`config.mk`:
```
export PLATFORM = sky130hd
export DESIGN_NAME = cubic_bspline_evaluator_top_flat
export DESIGN_NICKNAME = d
export VERILOG_FILES = /design/src/design/cbse_pkg.sv /design/src/design/cbse_ifs.sv /design/src/design/cbse_mul.sv /design/src/design/cbse_div.sv /design/src/design/cubic_bspline_evaluator_top.sv /design/src/flat_wrapper.sv
export SDC_FILE = /design/constraint.sdc
export NUM_CORES = 2
export LEC_CHECK = 0
export BUFFER_PORTS_ARGS = -buffer_cell sky130_fd_sc_hd__buf_2
export CAP_MARGIN = 30
export CORE_MARGIN = 5
export CORE_UTILIZATION = 50
export CTS_BUF_LIST = sky130_fd_sc_hd__clkbuf_8 sky130_fd_sc_hd__clkbuf_16
export DETAILED_ROUTE_END_ITERATION = 10
export PLACE_DENSITY_LB_ADDON = 0.25
export SYNTH_ARGS = -nofsm -noshare
export SYNTH_HDL_FRONTEND = slang
export SYNTH_SLANG_ARGS = --single-unit
```
`constraint.sdc`:
```
create_clock -name clk -period 10.7 [get_ports clk]
set_clock_uncertainty 0.15 [all_clocks]
set_input_delay 1.07 -clock clk [delete_from_list [all_inputs] [get_ports clk]]
set_output_delay 1.07 -clock clk [all_outputs]
set_load 0.02 [all_outputs]
```
`src/design/cbse_pkg.sv`:
```
// Shared types, widths, tables and codes for the cubic B-spline evaluator.
`timescale 1ns / 1ps
`default_nettype none

package cbse_pkg;

  localparam int COORD_W = 24;           // signed Q12.12 coordinate
  localparam int LOD_W   = 6;            // level of detail register
  localparam int SQ_W    = 2 * LOD_W;    // k^2, L^2
  localparam int CUBE_W  = 3 * LOD_W;    // k^3, L^3, k^2*L, k*L^2
  localparam int BASIS_W = CUBE_W + 2;   // basis weight, at most 4*L^3
  localparam int BS_W    = BASIS_W + 3;  // signed scratch width for the weights
  localparam int DEN_W   = CUBE_W + 3;   // 6*L^3
  localparam int DIV_W   = DEN_W + 1;    // divisor 2*den
  localparam int QUO_W   = COORD_W + 1;  // offset quotient
  localparam int NUM_W   = QUO_W + DIV_W;
  localparam int REM_W   = DIV_W + 1;
  localparam int CNT_W   = $clog2(QUO_W + 1);
  localparam int MUL_A_W = COORD_W + 1;
  localparam int MUL_B_W = BASIS_W + 1;
  localparam int PROD_W  = MUL_A_W + MUL_B_W;
  localparam int ACC_W   = NUM_W + 1;

  localparam logic [LOD_W-1:0] LOD_RESET = LOD_W'(8);

  // coordinate select codes
  localparam logic [1:0] AX_X = 2'd0;
  localparam logic [1:0] AX_Y = 2'd1;
  localparam logic [1:0] AX_Z = 2'd2;

  // term index that follows the last product of a dot product
  localparam logic [2:0] TERM_LAST = 3'd4;
  localparam logic [2:0] TERM_P3   = 3'd3;

  typedef logic signed [COORD_W-1:0] coord_t;
  typedef logic [LOD_W-1:0]          lod_t;
  typedef logic [BASIS_W-1:0]        basis_t;

  typedef struct packed {
    logic             start;
    logic [NUM_W-1:0] num;
    logic [DIV_W-1:0] dvsr;
  } div_req_t;

  typedef struct packed {
    logic             done;
    logic [QUO_W-1:0] quo;
  } div_rsp_t;

  typedef enum logic [3:0] {
    ST_IDLE,
    ST_SETUP,
    ST_K2L,
    ST_KL2,
    ST_BASIS,
    ST_MAC,
    ST_DIV,
    ST_EMIT
  } state_t;

  // small constant tables over a 6-bit index
  function automatic logic [SQ_W-1:0] sq_tab(input lod_t v);
    return SQ_W'(v) * SQ_W'(v);
  endfunction

  function automatic logic [CUBE_W-1:0] cube_tab(input lod_t v);
    return CUBE_W'(v) * CUBE_W'(v) * CUBE_W'(v);
  endfunction

  // quotient carries an offset of 2^COORD_W; clamp into the coordinate range
  function automatic coord_t sat_quo(input logic [QUO_W-1:0] q);
    coord_t r;
    if (q[QUO_W-1] && q[QUO_W-2]) begin
      r = {1'b0, {(COORD_W-1){1'b1}}};
    end else if (!q[QUO_W-1] && !q[QUO_W-2]) begin
      r = {1'b1, {(COORD_W-1){1'b0}}};
    end else begin
      r = q[COORD_W-1:0];
    end
    return r;
  endfunction

endpackage

`default_nettype wire

```
`src/design/cbse_ifs.sv`:
```
// Channel interfaces: control points in, samples out, level-of-detail writes.
`timescale 1ns / 1ps
`default_nettype none

interface cbse_in_if;
  logic                                valid;
  logic                                ready;
  logic signed [cbse_pkg::COORD_W-1:0] ctrl_x;
  logic signed [cbse_pkg::COORD_W-1:0] ctrl_y;
  logic signed [cbse_pkg::COORD_W-1:0] ctrl_z;
  logic                                start_curve;
  modport source (output valid, ctrl_x, ctrl_y, ctrl_z, start_curve, input ready);
  modport sink   (input valid, ctrl_x, ctrl_y, ctrl_z, start_curve, output ready);
endinterface

interface cbse_out_if;
  logic                                valid;
  logic                                ready;
  logic signed [cbse_pkg::COORD_W-1:0] out_x;
  logic signed [cbse_pkg::COORD_W-1:0] out_y;
  logic signed [cbse_pkg::COORD_W-1:0] out_z;
  logic                                last_sample;
  modport source (output valid, out_x, out_y, out_z, last_sample, input ready);
  modport sink   (input valid, out_x, out_y, out_z, last_sample, output ready);
endinterface

interface cbse_cfg_if;
  logic                              valid;
  logic                              ready;
  logic [cbse_pkg::LOD_W-1:0]        level_of_detail;
  modport source (output valid, level_of_detail, input ready);
  modport sink   (input valid, level_of_detail, output ready);
endinterface

`default_nettype wire

```
`src/design/cbse_mul.sv`:
```
// Shared signed multiplier with registered product.
`timescale 1ns / 1ps
`default_nettype none

module cbse_mul (
  input  logic                                clk,
  input  logic                                en,
  input  logic signed [cbse_pkg::MUL_A_W-1:0] a,
  input  logic signed [cbse_pkg::MUL_B_W-1:0] b,
  output logic signed [cbse_pkg::PROD_W-1:0]  prod
);
  import cbse_pkg::*;

  logic signed [PROD_W-1:0] prod_r;

  always_ff @(posedge clk) begin
    if (en) begin
      prod_r <= a * b;
    end
  end

  assign prod = prod_r;

endmodule

`default_nettype wire

```
`src/design/cbse_div.sv`:
```
// Restoring divider, one quotient bit per cycle.
`timescale 1ns / 1ps
`default_nettype none

module cbse_div (
  input  logic                clk,
  input  logic                rst_n,
  input  cbse_pkg::div_req_t  req,
  output cbse_pkg::div_rsp_t  rsp
);
  import cbse_pkg::*;

  logic [REM_W-1:0] rem_r, rem_nxt;
  logic [QUO_W-1:0] quo_r, quo_nxt;
  logic [DIV_W-1:0] dvsr_r;
  logic [CNT_W-1:0] cnt_r;
  logic             done_r;
  logic [REM_W-1:0] trial;

  // quotient is known to fit QUO_W bits, so the upper dividend bits start as remainder
  always_comb begin
    trial = {rem_r[REM_W-2:0], quo_r[QUO_W-1]};
    if (trial >= {1'b0, dvsr_r}) begin
      rem_nxt = trial - {1'b0, dvsr_r};
      quo_nxt = {quo_r[QUO_W-2:0], 1'b1};
    end else begin
      rem_nxt = trial;
      quo_nxt = {quo_r[QUO_W-2:0], 1'b0};
    end
  end

  always_ff @(posedge clk) begin
    if (!rst_n) begin
      cnt_r  <= '0;
      done_r <= 1'b0;
    end else begin
      done_r <= (cnt_r == CNT_W'(1));
      if (req.start) begin
        cnt_r <= CNT_W'(QUO_W);
      end else if (cnt_r != '0) begin
        cnt_r <= cnt_r - CNT_W'(1);
      end
    end
  end

  always_ff @(posedge clk) begin
    if (req.start) begin
      rem_r  <= {1'b0, req.num[NUM_W-1:QUO_W]};
      quo_r  <= req.num[QUO_W-1:0];
      dvsr_r <= req.dvsr;
    end else if (cnt_r != '0) begin
      rem_r <= rem_nxt;
      quo_r <= quo_nxt;
    end
  end

  assign rsp.done = done_r;
  assign rsp.quo  = quo_r;

endmodule

`default_nettype wire

```
`src/design/cubic_bspline_evaluator_top.sv`:
```
// Top level of the uniform cubic B-spline evaluator: sequencer, window and output register.
`timescale 1ns / 1ps
`default_nettype none

// Uniform cubic B-spline evaluator.
// in_ch  : one control point per beat (x, y, z in signed Q12.12, start_curve).
//          start_curve empties the window so the point opens a new curve.
//          The first three points of a curve only fill the window and give
//          no samples. Every later point evaluates the segment over the
//          last four points and gives level_of_detail+1 samples at u = k/L.
// out_ch : one sample per beat; last_sample marks k = L. Samples are rounded
//          to nearest (ties up) and clamped to the coordinate range.
// cfg_ch : writes level_of_detail (reset 8); always ready, write it only while
//          no point is in flight. Zero gives a single sample at u = 0.
// Compute : per sample, 2 basis products and, per axis, 4 products on the
//          one shared multiplier plus the bit-serial divider (one quotient
//          bit per cycle, 25 bits). in_ch is ready only when the sequencer
//          is idle.
// Stall  : a finished sample waits in the output register; the next sample is
//          computed meanwhile and held until the register frees up. The next
//          point can be taken while the last sample still waits.
// Reset  : rst_n, synchronous. Clears the window count, the sequencer and the
//          output valid, and sets level_of_detail back to 8.

module cubic_bspline_evaluator_top (
  input  logic          clk,
  input  logic          rst_n,
  cbse_in_if.sink       in_ch,
  cbse_out_if.source    out_ch,
  cbse_cfg_if.sink      cfg_ch
);
  import cbse_pkg::*;

  localparam logic [QUO_W-1:0] QUO_LO = QUO_W'(1) << (COORD_W - 1);
  localparam logic [QUO_W-1:0] QUO_HI = QUO_W'(3) << (COORD_W - 1);

  state_t state_r, state_nxt;

  lod_t   lod_r;
  coord_t win_x_r [3];
  coord_t win_y_r [3];
  coord_t win_z_r [3];
  coord_t px_r, py_r, pz_r;
  logic [1:0] held_r;

  lod_t              k_r;
  logic [SQ_W-1:0]   l2_r;
  logic [CUBE_W-1:0] l3_r;
  logic [DEN_W-1:0]  den_r;
  logic [CUBE_W-1:0] k2l_r;
  basis_t            b_r [4];
  logic [1:0]        coord_r;
  logic [2:0]        j_r;
  logic [ACC_W-1:0]  acc_r;
  coord_t            res_x_r, res_y_r, res_z_r;

  logic   out_valid_r;
  coord_t out_x_r, out_y_r, out_z_r;
  logic   out_last_r;

  // control decode
  logic       in_acc, fill, emit_load, last_k;
  logic [1:0] fill_idx;
  lod_t       lod_eff;

  // shared multiplier
  logic                      mul_en;
  logic signed [MUL_A_W-1:0] mul_a;
  logic signed [MUL_B_W-1:0] mul_b;
  logic signed [PROD_W-1:0]  prod;

  // operand pick and accumulate
  coord_t           wx, wy, wz, w_sel;
  basis_t           b_sel;
  logic [DIV_W-1:0] dvsr;
  logic [ACC_W-1:0] acc_init, acc_add;

  // basis weights
  logic [CUBE_W-1:0]     k3, m3, kl2;
  lod_t                  m;
  logic signed [BS_W-1:0] k3s, k2ls, kl2s, l3s, b1s, b2s;

  div_req_t div_req;
  div_rsp_t div_rsp;

  // ---------------------------------------------------------------- control
  assign in_ch.ready  = (state_r == ST_IDLE);
  assign in_acc       = in_ch.valid && in_ch.ready;
  assign fill         = in_ch.start_curve || (held_r != 2'd3);
  assign fill_idx     = in_ch.start_curve ? 2'd0 : held_r;
  assign emit_load    = (state_r == ST_EMIT) && (!out_valid_r || out_ch.ready);
  assign last_k       = (k_r == lod_r);
  // level zero evaluates the k = 0 sample of level one: weights 1,4,1,0 over 6
  assign lod_eff      = (lod_r == '0) ? LOD_W'(1) : lod_r;
  assign cfg_ch.ready = 1'b1;

  always_ff @(posedge clk) begin
    if (!rst_n) begin
      state_r <= ST_IDLE;
    end else begin
      state_r <= state_nxt;
    end
  end

  always_comb begin
    state_nxt = state_r;
    case (state_r)
      ST_IDLE: begin
        if (in_acc && !fill) begin
          state_nxt = ST_SETUP;
        end
      end
      ST_SETUP: state_nxt = ST_K2L;
      ST_K2L:   state_nxt = ST_KL2;
      ST_KL2:   state_nxt = ST_BASIS;
      ST_BASIS: state_nxt = ST_MAC;
      ST_MAC: begin
        if (j_r == TERM_LAST) begin
          state_nxt = ST_DIV;
        end
      end
      ST_DIV: begin
        if (div_rsp.done) begin
          state_nxt = (coord_r == AX_Z) ? ST_EMIT : ST_MAC;
        end
      end
      ST_EMIT: begin
        if (emit_load) begin
          state_nxt = last_k ? ST_IDLE : ST_K2L;
        end
      end
      default: state_nxt = ST_IDLE;
    endcase
  end

  // ------------------------------------------------------- operand select
  always_comb begin
    wx = px_r;
    wy = py_r;
    wz = pz_r;
    if (j_r < TERM_P3) begin
      wx = win_x_r[j_r[1:0]];
      wy = win_y_r[j_r[1:0]];
      wz = win_z_r[j_r[1:0]];
    end
    case (coord_r)
      AX_X:    w_sel = wx;
      AX_Y:    w_sel = wy;
      default: w_sel = wz;
    endcase
    b_sel = b_r[j_r[1:0]];
  end

  always_comb begin
    mul_en = 1'b0;
    case (state_r)
      ST_K2L: begin
        mul_en = 1'b1;
        mul_a  = $signed(MUL_A_W'(sq_tab(k_r)));
        mul_b  = $signed(MUL_B_W'(lod_eff));
      end
      ST_KL2: begin
        mul_en = 1'b1;
        mul_a  = $signed(MUL_A_W'(k_r));
        mul_b  = $signed(MUL_B_W'(l2_r));
      end
      default: begin
        mul_en = (state_r == ST_MAC) && (j_r != TERM_LAST);
        mul_a  = MUL_A_W'(w_sel);
        mul_b  = $signed({1'b0, b_sel});
      end
    endcase
  end

  cbse_mul u_mul (
    .clk  (clk),
    .en   (mul_en),
    .a    (mul_a),
    .b    (mul_b),
    .prod (prod)
  );

  // Numerator 2*num + den, offset by 2^COORD_W divisors so it stays positive.
  assign dvsr     = {den_r, 1'b0};
  assign acc_init = ACC_W'(den_r) + (ACC_W'(dvsr) << COORD_W);
  assign acc_add  = acc_r + {{(ACC_W-PROD_W-1){prod[PROD_W-1]}}, prod, 1'b0};

  assign div_req.start = (state_r == ST_MAC) && (j_r == TERM_LAST);
  assign div_req.num   = acc_add[NUM_W-1:0];
  assign div_req.dvsr  = dvsr;

  cbse_div u_div (
    .clk   (clk),
    .rst_n (rst_n),
    .req   (div_req),
    .rsp   (div_rsp)
  );

  // ---------------------------------------------------------- basis weights
  always_comb begin
    m    = lod_eff - k_r;
    m3   = cube_tab(m);
    k3   = cube_tab(k_r);
    kl2  = prod[CUBE_W-1:0];
    k3s  = BS_W'(k3);
    k2ls = BS_W'(k2l_r);
    kl2s = BS_W'(kl2);
    l3s  = BS_W'(l3_r);
    // 3k^3 - 6k^2 L + 4L^3
    b1s  = (k3s <<< 1) + k3s - (k2ls <<< 2) - (k2ls <<< 1) + (l3s <<< 2);
    // -3k^3 + 3k^2 L + 3k L^2 + L^3
    b2s  = l3s - (k3s <<< 1) - k3s + (k2ls <<< 1) + k2ls + (kl2s <<< 1) + kl2s;
  end

  // --------------------------------------------------------------- datapath
  always_ff @(posedge clk) begin
    if (in_acc) begin
      if (fill) begin
        win_x_r[fill_idx] <= in_ch.ctrl_x;
        win_y_r[fill_idx] <= in_ch.ctrl_y;
        win_z_r[fill_idx] <= in_ch.ctrl_z;
      end else begin
        px_r <= in_ch.ctrl_x;
        py_r <= in_ch.ctrl_y;
        pz_r <= in_ch.ctrl_z;
      end
    end
    case (state_r)
      ST_SETUP: begin
        l2_r  <= sq_tab(lod_eff);
        l3_r  <= cube_tab(lod_eff);
        den_r <= (DEN_W'(cube_tab(lod_eff)) << 2) + (DEN_W'(cube_tab(lod_eff)) << 1);
        k_r   <= '0;
      end
      ST_KL2: begin
        k2l_r <= prod[CUBE_W-1:0];
      end
      ST_BASIS: begin
        b_r[0]  <= BASIS_W'(m3);
        b_r[1]  <= b1s[BASIS_W-1:0];
        b_r[2]  <= b2s[BASIS_W-1:0];
        b_r[3]  <= BASIS_W'(k3);
        coord_r <= AX_X;
        j_r     <= '0;
      end
      ST_MAC: begin
        acc_r <= (j_r == '0) ? acc_init : acc_add;
        j_r   <= j_r + 3'd1;
      end
      ST_DIV: begin
        if (div_rsp.done) begin
          case (coord_r)
            AX_X:    res_x_r <= sat_quo(div_rsp.quo);
            AX_Y:    res_y_r <= sat_quo(div_rsp.quo);
            default: res_z_r <= sat_quo(div_rsp.quo);
          endcase
          coord_r <= coord_r + 2'd1;
          j_r     <= '0;
        end
      end
      ST_EMIT: begin
        if (emit_load) begin
          if (last_k) begin
            // slide the window: oldest out, new point in
            win_x_r[0] <= win_x_r[1];
            win_x_r[1] <= win_x_r[2];
            win_x_r[2] <= px_r;
            win_y_r[0] <= win_y_r[1];
            win_y_r[1] <= win_y_r[2];
            win_y_r[2] <= py_r;
            win_z_r[0] <= win_z_r[1];
            win_z_r[1] <= win_z_r[2];
            win_z_r[2] <= pz_r;
          end else begin
            k_r <= k_r + LOD_W'(1);
          end
        end
      end
      default: ;
    endcase
  end

  always_ff @(posedge clk) begin
    if (!rst_n) begin
      lod_r       <= LOD_RESET;
      held_r      <= 2'd0;
      out_valid_r <= 1'b0;
    end else begin
      if (cfg_ch.valid && cfg_ch.ready) begin
        lod_r <= cfg_ch.level_of_detail;
      end
      if (in_acc && fill) begin
        held_r <= fill_idx + 2'd1;
      end
      if (emit_load) begin
        out_valid_r <= 1'b1;
      end else if (out_valid_r && out_ch.ready) begin
        out_valid_r <= 1'b0;
      end
    end
  end

  always_ff @(posedge clk) begin
    if (emit_load) begin
      out_x_r    <= res_x_r;
      out_y_r    <= res_y_r;
      out_z_r    <= res_z_r;
      out_last_r <= last_k;
    end
  end

  assign out_ch.valid       = out_valid_r;
  assign out_ch.out_x       = out_x_r;
  assign out_ch.out_y       = out_y_r;
  assign out_ch.out_z       = out_z_r;
  assign out_ch.last_sample = out_last_r;

  // ------------------------------------------------------------- assertions
  a_div_done_in_div: assert property (@(posedge clk) disable iff (!rst_n)
    div_rsp.done |-> (state_r == ST_DIV))
    else $error("divider finished outside the divide step");

  a_k_in_range: assert property (@(posedge clk) disable iff (!rst_n)
    (state_r != ST_IDLE && state_r != ST_SETUP) |-> (k_r <= lod_r))
    else $error("sample index ran past level of detail");

  // convex weights keep every sample within the hull of the control points
  a_quo_band: assert property (@(posedge clk) disable iff (!rst_n)
    div_rsp.done |-> (div_rsp.quo >= QUO_LO && div_rsp.quo <= QUO_HI))
    else $error("quotient outside the coordinate band");

endmodule

`default_nettype wire
```
`src/flat_wrapper.sv`:
```
// flat-port wrapper written by rule: the top's interface ports become plain ports
module cubic_bspline_evaluator_top_flat import cbse_pkg::*;
  (clk, rst_n, in_ch_valid, in_ch_ctrl_x, in_ch_ctrl_y, in_ch_ctrl_z, in_ch_start_curve, in_ch_ready, out_ch_valid, out_ch_out_x, out_ch_out_y, out_ch_out_z, out_ch_last_sample, out_ch_ready, cfg_ch_valid, cfg_ch_level_of_detail, cfg_ch_ready);
  cbse_in_if in_ch_i ();
  cbse_out_if out_ch_i ();
  cbse_cfg_if cfg_ch_i ();
  input  logic clk;
  input  logic rst_n;
  input wire logic [$bits(in_ch_i.valid)-1:0] in_ch_valid;
  input wire logic [$bits(in_ch_i.ctrl_x)-1:0] in_ch_ctrl_x;
  input wire logic [$bits(in_ch_i.ctrl_y)-1:0] in_ch_ctrl_y;
  input wire logic [$bits(in_ch_i.ctrl_z)-1:0] in_ch_ctrl_z;
  input wire logic [$bits(in_ch_i.start_curve)-1:0] in_ch_start_curve;
  output wire logic [$bits(in_ch_i.ready)-1:0] in_ch_ready;
  output wire logic [$bits(out_ch_i.valid)-1:0] out_ch_valid;
  output wire logic [$bits(out_ch_i.out_x)-1:0] out_ch_out_x;
  output wire logic [$bits(out_ch_i.out_y)-1:0] out_ch_out_y;
  output wire logic [$bits(out_ch_i.out_z)-1:0] out_ch_out_z;
  output wire logic [$bits(out_ch_i.last_sample)-1:0] out_ch_last_sample;
  input wire logic [$bits(out_ch_i.ready)-1:0] out_ch_ready;
  input wire logic [$bits(cfg_ch_i.valid)-1:0] cfg_ch_valid;
  input wire logic [$bits(cfg_ch_i.level_of_detail)-1:0] cfg_ch_level_of_detail;
  output wire logic [$bits(cfg_ch_i.ready)-1:0] cfg_ch_ready;
  assign in_ch_i.valid = in_ch_valid;
  assign in_ch_i.ctrl_x = in_ch_ctrl_x;
  assign in_ch_i.ctrl_y = in_ch_ctrl_y;
  assign in_ch_i.ctrl_z = in_ch_ctrl_z;
  assign in_ch_i.start_curve = in_ch_start_curve;
  assign in_ch_ready = in_ch_i.ready;
  assign out_ch_valid = out_ch_i.valid;
  assign out_ch_out_x = out_ch_i.out_x;
  assign out_ch_out_y = out_ch_i.out_y;
  assign out_ch_out_z = out_ch_i.out_z;
  assign out_ch_last_sample = out_ch_i.last_sample;
  assign out_ch_i.ready = out_ch_ready;
  assign cfg_ch_i.valid = cfg_ch_valid;
  assign cfg_ch_i.level_of_detail = cfg_ch_level_of_detail;
  assign cfg_ch_ready = cfg_ch_i.ready;
  cubic_bspline_evaluator_top u_core (.clk(clk), .rst_n(rst_n), .in_ch(in_ch_i), .out_ch(out_ch_i), .cfg_ch(cfg_ch_i));
endmodule
```
* Yosys cells after proc, flatten, opt, wreduce, memory -nomap -nowiden
Memories as Yosys holds them, arrays and structs flattened. A register that Yosys moved wholly into a read port is not among the register bits.
Index checks and enable logic that the tools add are counted.
W data, S select, Z words.
** Storage, ports and cells
- Output and inout port bits :: 76
- Logic and storage cells :: 183
- Memories :: 4
- RAM bits :: 296
- Bits in registers :: 478
** Memories
- u_core.b_r :: words 4, bits a word 20, read ports 1, clocked after Yosys merged registers in 1, wr ports 4, RTL line cubic_bspline_evaluator_top.sv:51 : basis_t b_r [4];
- u_core.win_x_r :: words 3, bits a word 24, read ports 3, clocked after Yosys merged registers in 1, wr ports 3, RTL line cubic_bspline_evaluator_top.sv:40 : coord_t win_x_r [3];
- u_core.win_y_r :: words 3, bits a word 24, read ports 3, clocked after Yosys merged registers in 1, wr ports 3, RTL line cubic_bspline_evaluator_top.sv:41 : coord_t win_y_r [3];
- u_core.win_z_r :: words 3, bits a word 24, read ports 3, clocked after Yosys merged registers in 1, wr ports 3, RTL line cubic_bspline_evaluator_top.sv:42 : coord_t win_z_r [3];
** Cells by class
- Equality and inequality tests :: 19
- $add $sub $neg :: 20
- Multiplexer cells :: 58
- $lt $le $gt $ge :: 2
- Reduce and logical (&&, ||, !) cells :: 39
- Bitwise operators :: 3
- Multipliers :: 9
** Operators by type and width (number)
- $mux W24 :: 8
- $reduce_or A24 Y1 :: 3
- $mux W22 :: 3
- $add A20 B20 Y20 :: 3
- $mul A6 B6 Y12 :: 5
- $mul A12 B6 Y18 :: 3
- $mux W25 :: 2
- $pmux W25 S2 :: 1
- $add A48 B48 Y48 :: 1
- $mux W48 :: 1
- $pmux W24 S2 :: 1
- $add A21 B46 Y47 :: 1
- $mul A25 B21 Y46 :: 1
- $add A20 B19 Y20 :: 2
- $pmux W20 S2 :: 1
- $sub A20 B20 Y20 :: 2
- $pmux W4 S8 :: 1
- $ge A23 B22 Y1 :: 1
- $mux W2 :: 11
- $sub A22 B22 Y22 :: 1
- $add A20 B19 Y21 :: 1
- $add A19 B18 Y20 :: 1
- $sub A18 B19 Y20 :: 1
- $sub A20 B19 Y20 :: 1
- other kinds (40) :: 94

* Longest topological paths before layout
- Word-level depth :: 8
- Mapped depth :: 45
- Gate-level depth less buffers :: 44

* By module
Synthesis repeated with hierarchy kept, for this count alone.
** Second synthesis, totals
- Cells, all modules :: 6460
- Area total of the unflattened synthesis :: 69623.0 um2
** Modules (own cells, without submodules)
- cubic_bspline_evaluator_top :: instances 1, cells an instance 3862, area each 44609.0 um2, sequential area each 21360.5 um2
- cbse_mul :: instances 1, cells an instance 2197, area each 20498.4 um2, sequential area each 1381.3 um2
- cbse_div :: instances 1, cells an instance 401, area each 4515.6 um2, sequential area each 2192.1 um2

* Worst setup path after synthesis
OpenSTA, ideal clock, no wires.
- Path type :: register to register
- From :: register u_core.k_r[2]
- To :: memory u_core.b_r[2][19] (netlist bit) (data pin)
- Required time :: 10292 ps
- Path buffers :: 1
- Arrival :: 10216 ps
- Library setup time :: 258 ps
- Slack :: 77 ps
- Cell stages (with the launch flop) :: 41
- Cell sequence :: edfxtp_1 -> clkbuf_1 -> inv_1 -> nor2_1 -> fa_1 -> inv_1 -> fa_1 -> inv_1 -> fa_1 -> ha_1 -> a21o_1 -> a21oi_1 -> o21bai_1 -> a21oi_1 -> nor2b_1 -> o21ai_0 -> nand2b_1 -> xnor2_1 -> (+5 left out) -> inv_1 -> ha_1 -> a21oi_1 -> nor2b_1 -> o21a_1 -> o41a_1 -> xor2_1 -> fa_1 -> fa_1 -> fa_1 -> fa_1 -> inv_1 -> ha_1 -> and3_1 -> a211oi_1 -> a21oi_1 -> nor2_1 -> xnor2_1
** RTL lines
- start: declaration :: RTL line cubic_bspline_evaluator_top.sv:46 : lod_t k_r;
- start signal: assignment :: RTL line cubic_bspline_evaluator_top.sv:275 : k_r <= k_r + LOD_W'(1);
- end: declaration :: RTL line cubic_bspline_evaluator_top.sv:51

* Worst setup path after layout
- From :: register u_core.k_r[0]
- To :: register u_core.u_mul.prod_r[39] (netlist: u_core.u_mul.prod[39]) (data pin)
** Between the ends
- Longest elaborated chain between the ends :: 3
** RTL lines
- $mul A6 B6 Y12 :: RTL line cbse_pkg.sv:63 : return SQ_W'(v) * SQ_W'(v);
- $pmux W25 S2 (*) :: RTL line cubic_bspline_evaluator_top.sv:156 : case (state_r)
- $mul A25 B21 Y46 (*) :: RTL line cbse_mul.sv:18 : prod_r <= a * b;
- end signal: assignment :: RTL line cbse_mul.sv:18
- end: declaration :: RTL line cbse_mul.sv:14 : logic signed [PROD_W-1:0] prod_r;
Mark *: on every way between the ends. The rest lies on a longest branch, timed or not.
A chain may end at the register's enable or synchronous reset.

==> flow_summary.yaml <==
outcome:
  status: "finished, final reports clean"
synthesis:
  syn_area_um2: 67260
  synth_cells: 6194
  synth_warnings: 0
  ys_seq_elements: 835
  ys_types: 76
  synth-edff-count: 815
  synthFlopType: "edfxtp_1"
  synth-seq-area-share: 0.3698
  synthArstFlopShare: 0
  avgSynthCellArea_um2: 10.86
setup_path:
  rrSetupSlack_ns: 0.43
  cpPeakStageDelay_ns: 0.58
  cpMaxStageDelayCell: "fa_1"
  cp.arrival_ns: 10.56
  crit_family: "adder cells"
  start_kind: "flip-flop"
  worst-path-max-fanout: 6
  cp.buffers_inverters: 7
  reg2reg_to: "u_core.u_mul.prod[39]"
  crit_path_end_kind: "flip-flop"
  r2r_start: "u_core.k_r[0]"
  worst-setup-path-type: "reg2reg"
  required_ns: 10.99
  ff2ff_path_depth: 39
  cp_common_cell: "fa_1"
worst_hold_path:
  hp-class: "reg2reg"
  worstHoldPathCells: 0
  worstHoldStart: "u_core.res_x_r[7]"
  holdPathEnd: "u_core.out_ch.out_x[7]"
cts:
  postCtsHoldBufs: 0
  cts_max_path_buffers: 3
  clk_latency_ns: 0.71
  tritoncts: "yes"
  htreeDepth: 3
  path_clk_slew_ns: 0.06
  cts_root_buf: "clkbuf_16"
  numCtsBuffers: 91
  clock-sinks: 835
route:
  dr.pass1.iters: 5
  vias: 45410
  drtIter0Drc: 3291
  routed_wl_um: 173200
  ant_nets: 0
  vias_per_cell: 5.519
  drc: 0
  avgRoutedWirePerCell_um: 21.05
placement:
  gp_congestion: 0.9249
  dp_slack_ns: -0.04641
  port_buffers: 158
  dpl.hpwl_um: 132000
cells_and_area:
  area_growth_pct: 10.29
  fin_util: 0.5551
  fin_nets: 7618
  fillers: 11450
  drive_gt1_frac: 0.1037
timing:
  report.final.setup_viol: 0
  period_needed_ns: 10.27
  relSlewSlack: 0.3375
  worst-slew-pin-transition_ns: 0.9914
  setup_tns_ns: 0
  max_freq_ghz: 0.09738
  whs_ns: 0.2665
  finalHoldViolCount: 0
  post-route-period-util: 0.9598
  drv_slew: 0
  grt_setup_unrepaired: "true"
  fin_ws_ns: 0.4306
floorplan:
  die-area_um2: 141900
  die_w_um: 376.8
  core.rowCount: 134
  start_util: 0.5033
  io-pin-count: 160
  coreArea_um2: 133600
  die_y_um: 376.8
global_route:
  grt_pass1_wl_um: 272800
  grt_max_degree: 98
  grt-ovfl-total: 0
  groute.usage.overall: 0.2472
  antenna_found_initial: 14
  grt_pass1_vias: 47580
flow_run:
  max-cap-violations: 0
sequential cells by signal, indices dropped and copies added, names as in the netlist, 20 cells and up, named ones only:
| signal | count |
|---|---|
| u_core.out_ch.out_y | 24 |
| u_core.acc_r | 46 |
| u_core.out_ch.out_z | 24 |
| u_core.res_x_r | 24 |
| u_core.u_div.dvsr_r | 20 |
| u_core.res_z_r | 24 |
| u_core.u_mul.prod | 46 |
| u_core.pz_r | 24 |
| u_core.py_r | 24 |
| u_core.win_x_r | 96 |
| u_core.u_div.quo_r | 25 |
| u_core.win_y_r | 96 |
| u_core.win_z_r | 96 |
| u_core.res_y_r | 24 |
| u_core.b_r | 75 |
| u_core.u_div.rem_r | 22 |
| u_core.out_ch.out_x | 24 |
| u_core.px_r | 24 |
cells in the final DEF, fill, tap and decap left out, types with 16 or more instances in the layout:
master,count
nand2b_1,34
a21oi_1,201
edfxtp_1,815
mux2i_1,26
or3_1,18
a211oi_1,44
o21a_1,23
and3_1,53
fa_1,767
clkinv_1,18
o21ai_0,152
dfxtp_1,18
a22o_1,16
a31oi_1,26
nor2_1,193
a21o_1,81
and2_1,166
mux4_2,86
nand2_1,1114
a22oi_1,28
nand3_1,48
nor2b_1,88
inv_1,1006
buf_2,158
xor2_1,66
clkinv_2,16
maj3_1,23
ha_1,380
o21bai_1,42
a21boi_0,19
buf_4,159
xnor2_1,147
nor3_1,46
clkbuf_16,92
layer usage:
| metal | wire, um | track usage | part of all wire | up-vias |
|---|---|---|---|---|
| met5 | 48 | 0 | 0.00028 | - |
| met3 | 12370 | 0.04273 | 0.071 | 286 |
| li1 | - | - | - | 20710 |
| met2 | 81620 | 0.4074 | 0.47 | 1506 |
| met1 | 73590 | 0.3375 | 0.42 | 22900 |
| met4 | 5567 | 0.07746 | 0.032 | 8 |
synth_stat cells (all sizes together) (7+ instances only):
library cell,count,area share
nand2,1123,0.063
inv,997,0.056
edfxtp,815,0.36
fa,767,0.23
ha,387,0.072
a21oi,212,0.016
nor2,198,0.011
clkbuf,179,0.010
and2,170,0.016
o21ai,169,0.013
xnor2,155,0.020
nor2b,91,0.0085
mux4,86,0.029
a21o,81,0.0090
xor2,68,0.0089
buf,57,0.0041
and3,56,0.0052
a211oi,53,0.0059
nand3,49,0.0036
nor3,49,0.0036
o21bai,42,0.0047
nand2b,35,0.0033
a22oi,28,0.0031
a31oi,28,0.0026
mux2i,26,0.0039
maj3,23,0.0034
o21a,23,0.0026
a22o,20,0.0026
dfxtp,20,0.0060
a21boi,19,0.0021
or3,18,0.0017
nor3b,13,0.0015
nand4,11,0.0010
or2,11,0.0010
a221oi,10,0.0013
o211ai,10,0.0011
o2111ai,7,0.00091
final cells by class:
class / count / area (um2) / share of cell area
clock inverter: 73 / 661.9 / 0.008923
clock buffer: 92 / 2302 / 0.03104
timing repair buffer: 328 / 2217 / 0.02989
inverter: 999 / 3750 / 0.05055
multi-input combinational: 4125 / 38130 / 0.5141
antenna: 8 / 20.02 / 0.0002699
tap: 1768 / 2212 / 0.02982
sequential: 835 / 24880 / 0.3354
kinds of logic after synthesis:
kind of cell / count (synthesis) / share of synthesized area
and+or+nand+nor: 1849 / 0.1219
other: 2 / 0.0001117
xor gates and xnor gates: 223 / 0.02904
muxes: 117 / 0.03351
AOI/OAI and AO/OA: 756 / 0.07201
adders and majority gates: 1177 / 0.3037
DFF: 835 / 0.3698
buffers and inverters: 1235 / 0.06988
what timing repair did:
| item | CTS | global route |
|---|---|---|
| resized for setup | 2 | 64 |
| endpoints found under the setup margin | 3 | 31 |
| setup buffers | 0 | 15 |
| pin swaps | 1 | 40 |
| hold endpoints to repair | 0 | 0 |
how the worst max path moves through the flow:
| stage | cells past startpoint | endpoint | startpoint | slack (ns) |
|---|---|---|---|---|
| after floorplan | 40 | u_core.b_r[2][19] | u_core.k_r[2] | 0.08 |
| final | 39 | u_core.u_mul.prod[39] | u_core.k_r[0] | 0.43 |
| after detailed placement | 40 | u_core.u_mul.prod[39] | u_core.k_r[5] | -0.05 |
| after global routing | 41 | u_core.u_mul.prod[45] | u_core.k_r[0] | -0.07 |
| after global placement | 39 | u_core.u_mul.prod[45] | u_core.k_r[5] | 0.12 |
| after CTS | 38 | u_core.u_mul.prod[44] | u_core.k_r[5] | 0.003 |
stage by stage:
stage | cell area (um2) | cells
4_1_cts | 73680 | 8202
3_5_place_dp | 70710 | 8037
6_report | 74170 | 8228
5_1_grt | 74160 | 8222
3_3_place_gp | 70660 | 8034
2_1_floorplan | 67260 | 6195
Power is left out: the tool's default activity adds up to more than one toggle a clock period on the data nets, which glitch-free logic cannot reach.
